<file path="src/sv/sha512_block_hasher_defines.svh">
// Assertion macros for the SHA-512 block hasher.
// Used by the top level only; no other dependencies.
`ifndef SHA512_BLOCK_HASHER_DEFINES_SVH
`define SHA512_BLOCK_HASHER_DEFINES_SVH
`ifndef ASSERT_OFF
`define SHA_ASSERT(label, clk, rst, prop, msg) \
  label: assert property (@(posedge clk) disable iff (rst) (prop)) else $error(msg);
`define SHA_ASSERT_NEXT(label, clk, rst, pre, post, msg) \
  label: assert property (@(posedge clk) disable iff (rst) (pre) |=> (post)) else $error(msg);
`else
`define SHA_ASSERT(label, clk, rst, prop, msg)
`define SHA_ASSERT_NEXT(label, clk, rst, pre, post, msg)
`endif
`endif

</file>
<file path="src/sv/sha512_pkg.sv">
// Package for the SHA-512 block hasher: payload types, controller
// states, command struct, round constants and round functions.
`default_nettype none
package sha512_pkg;

  typedef struct packed {
    logic [63:0] message_word;
    logic        first_of_message;
    logic        final_block;
  } in_item_t;

  typedef struct packed {
    logic [63:0] digest_word;
    logic [2:0]  digest_index;
    logic        digest_last;
  } out_item_t;

  typedef enum logic [1:0] {
    ST_COLLECT,
    ST_ROUND,
    ST_UPDATE,
    ST_EMIT
  } state_t;

  typedef struct packed {
    logic       load_word;
    logic       reload_iv;
    logic       start_block;
    logic       do_round;
    logic [6:0] round;
    logic       update_cv;
    logic [2:0] emit_index;
  } cmd_t;

  localparam int unsigned ROUNDS = 80;
  localparam int unsigned BLOCK_WORDS = 16;

  localparam logic [63:0] ROUND_K [ROUNDS] = '{
    64'h428a2f98d728ae22, 64'h7137449123ef65cd, 64'hb5c0fbcfec4d3b2f, 64'he9b5dba58189dbbc,
    64'h3956c25bf348b538, 64'h59f111f1b605d019, 64'h923f82a4af194f9b, 64'hab1c5ed5da6d8118,
    64'hd807aa98a3030242, 64'h12835b0145706fbe, 64'h243185be4ee4b28c, 64'h550c7dc3d5ffb4e2,
    64'h72be5d74f27b896f, 64'h80deb1fe3b1696b1, 64'h9bdc06a725c71235, 64'hc19bf174cf692694,
    64'he49b69c19ef14ad2, 64'hefbe4786384f25e3, 64'h0fc19dc68b8cd5b5, 64'h240ca1cc77ac9c65,
    64'h2de92c6f592b0275, 64'h4a7484aa6ea6e483, 64'h5cb0a9dcbd41fbd4, 64'h76f988da831153b5,
    64'h983e5152ee66dfab, 64'ha831c66d2db43210, 64'hb00327c898fb213f, 64'hbf597fc7beef0ee4,
    64'hc6e00bf33da88fc2, 64'hd5a79147930aa725, 64'h06ca6351e003826f, 64'h142929670a0e6e70,
    64'h27b70a8546d22ffc, 64'h2e1b21385c26c926, 64'h4d2c6dfc5ac42aed, 64'h53380d139d95b3df,
    64'h650a73548baf63de, 64'h766a0abb3c77b2a8, 64'h81c2c92e47edaee6, 64'h92722c851482353b,
    64'ha2bfe8a14cf10364, 64'ha81a664bbc423001, 64'hc24b8b70d0f89791, 64'hc76c51a30654be30,
    64'hd192e819d6ef5218, 64'hd69906245565a910, 64'hf40e35855771202a, 64'h106aa07032bbd1b8,
    64'h19a4c116b8d2d0c8, 64'h1e376c085141ab53, 64'h2748774cdf8eeb99, 64'h34b0bcb5e19b48a8,
    64'h391c0cb3c5c95a63, 64'h4ed8aa4ae3418acb, 64'h5b9cca4f7763e373, 64'h682e6ff3d6b2b8a3,
    64'h748f82ee5defb2fc, 64'h78a5636f43172f60, 64'h84c87814a1f0ab72, 64'h8cc702081a6439ec,
    64'h90befffa23631e28, 64'ha4506cebde82bde9, 64'hbef9a3f7b2c67915, 64'hc67178f2e372532b,
    64'hca273eceea26619c, 64'hd186b8c721c0c207, 64'heada7dd6cde0eb1e, 64'hf57d4f7fee6ed178,
    64'h06f067aa72176fba, 64'h0a637dc5a2c898a6, 64'h113f9804bef90dae, 64'h1b710b35131c471b,
    64'h28db77f523047d84, 64'h32caab7b40c72493, 64'h3c9ebe0a15c9bebc, 64'h431d67c49c100d4c,
    64'h4cc5d4becb3e42b6, 64'h597f299cfc657e2a, 64'h5fcb6fab3ad6faec, 64'h6c44198c4a475817
  };

  localparam logic [63:0] INIT_HASH [8] = '{
    64'h6a09e667f3bcc908, 64'hbb67ae8584caa73b, 64'h3c6ef372fe94f82b, 64'ha54ff53a5f1d36f1,
    64'h510e527fade682d1, 64'h9b05688c2b3e6c1f, 64'h1f83d9abfb41bd6b, 64'h5be0cd19137e2179
  };

  function automatic logic [63:0] rotr(input logic [63:0] x, input int unsigned n);
    rotr = (x >> n) | (x << (64 - n));
  endfunction

  function automatic logic [63:0] big_sigma0(input logic [63:0] x);
    big_sigma0 = rotr(x, 28) ^ rotr(x, 34) ^ rotr(x, 39);
  endfunction

  function automatic logic [63:0] big_sigma1(input logic [63:0] x);
    big_sigma1 = rotr(x, 14) ^ rotr(x, 18) ^ rotr(x, 41);
  endfunction

  function automatic logic [63:0] small_sigma0(input logic [63:0] x);
    small_sigma0 = rotr(x, 1) ^ rotr(x, 8) ^ (x >> 7);
  endfunction

  function automatic logic [63:0] small_sigma1(input logic [63:0] x);
    small_sigma1 = rotr(x, 19) ^ rotr(x, 61) ^ (x >> 6);
  endfunction

endpackage
`default_nettype wire

</file>
<file path="src/sv/sha512_ctrl.sv">
// Controller for the SHA-512 block hasher: sequences word collection,
// 80 rounds, chaining update and digest emission. Uses sha512_pkg.
`default_nettype none
module sha512_ctrl import sha512_pkg::*; (
  input  wire logic clk,
  input  wire logic rst,
  input  wire logic in_valid,
  output logic      in_stall,
  input  wire logic in_first,
  input  wire logic in_final,
  output logic      out_valid,
  input  wire logic out_stall,
  output cmd_t      cmd
);

  state_t     state, state_next;
  logic [3:0] word_count, word_count_next;
  logic [6:0] round_count, round_count_next;
  logic [2:0] emit_count, emit_count_next;
  logic       final_seen, final_seen_next;
  logic       in_take;

  always_ff @(posedge clk) begin
    if (rst) begin
      state       <= ST_COLLECT;
      word_count  <= '0;
      round_count <= '0;
      emit_count  <= '0;
      final_seen  <= 1'b0;
    end else begin
      state       <= state_next;
      word_count  <= word_count_next;
      round_count <= round_count_next;
      emit_count  <= emit_count_next;
      final_seen  <= final_seen_next;
    end
  end

  always_comb begin
    state_next       = state;
    word_count_next  = word_count;
    round_count_next = round_count;
    emit_count_next  = emit_count;
    final_seen_next  = final_seen;
    in_stall         = 1'b1;
    out_valid        = 1'b0;
    in_take          = 1'b0;
    cmd              = '0;
    cmd.round        = round_count;
    cmd.emit_index   = emit_count;
    case (state)
      ST_COLLECT: begin
        in_stall = 1'b0;
        in_take  = in_valid;
        if (in_take) begin
          cmd.load_word = 1'b1;
          cmd.reload_iv = in_first;
          // a first flag restarts the block at word zero
          if (in_first) begin
            word_count_next = 4'd1;
          end else begin
            word_count_next = word_count + 4'd1;
          end
          if ((in_first ? 4'd0 : word_count) == 4'(BLOCK_WORDS - 1)) begin
            final_seen_next  = in_final;
            round_count_next = '0;
            state_next       = ST_ROUND;
            cmd.start_block  = 1'b1;
          end
        end
      end
      ST_ROUND: begin
        cmd.do_round     = 1'b1;
        round_count_next = round_count + 7'd1;
        if (round_count == 7'(ROUNDS - 1)) begin
          state_next = ST_UPDATE;
        end
      end
      ST_UPDATE: begin
        cmd.update_cv    = 1'b1;
        round_count_next = '0;
        emit_count_next  = '0;
        state_next       = final_seen ? ST_EMIT : ST_COLLECT;
      end
      ST_EMIT: begin
        out_valid = 1'b1;
        if (!out_stall) begin
          emit_count_next = emit_count + 3'd1;
          if (emit_count == 3'd7) begin
            state_next = ST_COLLECT;
          end
        end
      end
      default: state_next = ST_COLLECT;
    endcase
  end

endmodule
`default_nettype wire

</file>
<file path="config.mk">
export PLATFORM = sky130hd
export DESIGN_NAME = sha512_ctrl
export DESIGN_NICKNAME = d
export VERILOG_FILES = /design/src/sv/sha512_block_hasher_defines.svh /design/src/sv/sha512_pkg.sv /design/src/sv/sha512_ctrl.sv
export SDC_FILE = /design/constraint.sdc
export NUM_CORES = 1
export LEC_CHECK = 0
export BUFFER_PORTS_ARGS = -buffer_cell sky130_fd_sc_hd__buf_4
export CORE_UTILIZATION = 53
export CTS_CLUSTER_DIAMETER = 50
export DETAILED_ROUTE_END_ITERATION = 8
export MAX_ROUTING_LAYER = met4
export PLACE_DENSITY_LB_ADDON = 0.2
export REMOVE_ABC_BUFFERS = 1
export SYNTH_ARGS = -nofsm -noshare
export SYNTH_HDL_FRONTEND = slang
export SYNTH_SLANG_ARGS = --single-unit
</file>
<file path="constraint.sdc">
create_clock -name clk -period 1.76 [get_ports clk]
set_input_delay 0.088 -clock clk [delete_from_list [all_inputs] [get_ports clk]]
set_output_delay 0.088 -clock clk [all_outputs]
set_load 0.02 [all_outputs]
</file>
==> summary.md <==
| Metric | Value |
|---|---|
| Post-DRT Antenna Nets | 0 |
| Slowest cell on the critical path | sky130_fd_sc_hd__dfxtp_1 |
| Number of cells on the critical path | 5 |
| Via count | 952 |
| Worst Path Class, Setup | flip-flop to output pin |
| Core area | 0.00180 sq mm |
| Cell area reported after detailed placement | 0.00125 sq mm |
| Worst Max-Slew Pin Slew | 0.384 ns |
| Die outline area | 0.00220 sq mm |
| Total wire length | 2130 um |
| Data arrival, critical path | 1.56 ns |
| # H-tree levels | 1 |
| Final count of negative-setup-slack endpoints | 0 |
| Startpoint of the worst setup timing path | state[1] |
| Slew Viols, Final | 0 |
| Aggregate negative setup slack | 0 ns |
| LEAKAGE | 0.518 nW |
| Remaining global-route overflow | 0 |
| Endpoint class of the critical path | output pin |
| Number of clock sinks | 17 |
| Deepest clock path buffer count | 2 |
| Peak fanout along the critical path | 5 |
| Average vias per placed instance | 5.67 |
| Floorplan die width | 46.9 um |
| Cell count of the worst hold path | 3 |
| Final core utilization | 71.5% |
| Standard-cell rows | 15 |
| Total non-filler cell area in the finished layout | 0.00129 sq mm |
| CTS clk-pin slew, worst paths | 0.11 ns |
| Die span in y | 46.9 um |
| Seq cells post-synth | 17 |
| Sequential cell area fraction in the yosys report | 31.9% |
| CP Data Required Time | 1.67 ns |
| Residual DRC count | 0 |
| Crit path launch type | flip-flop |
| Fill cell count | 154 |
| Worst reg2reg startpoint | round_count[0] |
| Critical R2R Capture | state[1] |
| Number of nets at the end of the flow | 159 |
| Cells on worst reg2reg path | 5 |
| Sum of buffers and inverters on the critical path | 3 |
| Number of warnings printed during yosys synthesis | 0 |
| Overall track demand over capacity in global routing | 22.0% |
| Ratio of final minimum period to clock period | 93.9% |
| Cell seen most often among critical-path stages | sky130_fd_sc_hd__buf_4 |
| Series of cell instances along the critical path | inv_1 -> ha_4 -> buf_4 -> and3_1 -> buf_4 |
| Crit-path leading delay family | buffers and inverters |
| Diode insertion count for antenna repair | 0 |
| Power per standard cell area | 501 mW/mm^2 |
| Maximum operating frequency | 605 MHz |
| Unrepaired setup endpoints after global routing | no |
| Area overhead of the layout relative to synthesis | 20.6% |
| Register-to-Register Setup Slack | 0.13 ns |
| Clock buffer count from CTS | 3 |
| Average wire per standard cell | 12.7 um |
| Worst setup path endpoint | cmd[13] |
| Final Hold Viols | 0 |
| Maximum capacitance violations | 0 |
| Final worst path period need | 1.65 ns |
| Avg Synthesized Cell Area | 8.90 sq um |
| Highest-count cells in the layout ignoring fill and taps | 24 x sky130_fd_sc_hd__buf_4, 17 x sky130_fd_sc_hd__dfxtp_1, 12 x sky130_fd_sc_hd__a21oi_1, 12 x sky130_fd_sc_hd__nor2_1, 8 x sky130_fd_sc_hd__ha_1 |
| Ports placed on the boundary | 23 |
| Clock latency on the worst-skew pair | 0.28 ns |
| First-pass GRT wire length | 3370 um |
| Pin count of the biggest net entering global routing | 18 |
| Vias in the first global route | 835 |
| Hold/Removal Path Class | primary input to flip-flop |
| Most frequent standard cell in the layout excluding fill and tap cells | sky130_fd_sc_hd__buf_4 |
| Post-Synthesis Cell Area | 0.00107 sq mm |
| TritonCTS clock tree | yes |
| Outcome | finished, final reports clean |
| Layout cells sized above 1 | 27.3% |
| Clock Root Buffer | sky130_fd_sc_hd__clkbuf_4 |
| Max Clock Skew | 0.0125 ns |
| Number of buffers inserted by port buffering | 22 |
| Final Wtd Congestion | 0.800 |
| Count of mapped cells out of synthesis | 120 |
| Initial antenna violation count | 0 |
| Stage delay of the slowest cell on the critical path | 0.44 ns |
| Number of iterations in the first detailed-routing pass | 4 |
| Number of distinct library cells after synthesis | 40 |
| Peak supply drop | 0.000510 V |
| First-iteration detailed-routing DRC count | 14 |
| Initial Util | 59.3% |
| Post-DP HPWL | 1610 um |
| Tightest slew margin relative to the limit | 74.4% |
tightest hold or removal path, delay by kind of cell:
kind | cells | cell delay, ns
buf+inv | 1 | 0.08
mux | 1 | 0.06
simple gates | 1 | 0.08
per-stage QoR:
stage | worst slack [ns] | cells | hold slack [ns] | power [mW]
floorplan | 0.0491 | 115 | 0.157 | 0.422
detailed placement | 0.0739 | 164 | 0.347 | 0.449
finish | 0.107 | 168 | 0.0569 | 0.646
CTS | 0.0138 | 168 | 0.0600 | 0.649
global placement | 0.112 | 164 | 0.323 | 0.448
global route | 0.0205 | 168 | 0.0496 | 0.676
layer usage:
layer  GRT usage [%]  up-vias  share of wire [%]
li1                -      476                  -
met1            24.7      448                 46
met2            39.4       26                 50
met3            3.46        2                3.4
met4            6.86        0               0.70
met5               -        -                  0
synthesized netlist by cell type (all sizes together):
| library cell | instances | area, sq um |
|---|---|---|
| dfxtp | 17 | 340 |
| a21oi | 12 | 60.1 |
| nor2 | 12 | 45.0 |
| ha | 9 | 113 |
| nand3 | 8 | 45.0 |
| o21ai | 7 | 35.0 |
| inv | 6 | 22.5 |
| nand2 | 6 | 30.0 |
| and2 | 4 | 26.3 |
| nor3 | 4 | 25.0 |
| a22oi | 3 | 22.5 |
| buf | 3 | 22.5 |
| nand2b | 3 | 33.8 |
| a211oi | 2 | 15.0 |
| a31oi | 2 | 12.5 |
| clkbuf | 2 | 7.51 |
| mux2i | 2 | 20.0 |
| nand3b | 2 | 15.0 |
| nand4 | 2 | 27.5 |
| nor2b | 2 | 12.5 |
| o21a | 2 | 15.0 |
| a22o | 1 | 10.0 |
| and3 | 1 | 6.26 |
| nand4b | 1 | 8.76 |
| nor3b | 1 | 7.51 |
| o31a | 1 | 8.76 |
| o31ai | 1 | 7.51 |
| o32a | 1 | 22.5 |
| o32ai | 1 | 27.5 |
| o41ai | 1 | 16.3 |
| or4 | 1 | 7.51 |
sequential cells by signal, indices dropped and copies added, names as in the netlist:
| name | flops |
|---|---|
| state | 2 |
| round_count | 7 |
| final_seen | 1 |
| word_count | 4 |
| emit_count | 3 |
power by group:
group | internal, mW | switching, mW | total, mW
combinational | 0.0201 | 0.0275 | 0.0475
sequential | 0.387 | 0.00517 | 0.392
clock | 0.0878 | 0.118 | 0.206
total | 0.495 | 0.151 | 0.646
layout make-up:
cell class / instances / area (sq um) / area share [%]
timing repair buffer: 24 / 180 / 14.0
clock buffer: 4 / 26.3 / 2.04
sequential: 17 / 340 / 26.4
multi-input combinational: 92 / 688 / 53.4
tap: 25 / 31.3 / 2.43
inverter: 6 / 22.5 / 1.75
timing repair:
item | in CTS | in global routing
endpoints found under the setup margin | 0 | 9
hold endpoints to repair | 0 | 0
hold buffers | 0 | 0
resized for setup | 0 | 2
buffers inserted | 0 | 0
kinds of logic (layout without fill, tap and decap cells):
kind of cell / Yosys count / count (layout) / share of synthesized area, %
buf+inv: 11 / 34 / 4.92
flops: 17 / 17 / 31.9
simple gates: 47 / 47 / 27.2
compound gates: 34 / 34 / 23.7
fa+ha+maj: 9 / 9 / 10.5
mux: 2 / 2 / 1.87
worst min-delay path by stage:
stage             start             end  slack, ns
2_1_floorplan       rst  round_count[0]       0.16
3_3_place_gp   in_final      final_seen       0.32
3_5_place_dp   in_final      final_seen       0.35
4_1_cts        in_final      final_seen       0.06
5_1_grt        in_final      final_seen       0.05
6_report       in_final      final_seen       0.06
Note: power is estimated with default switching activity, not from simulation.
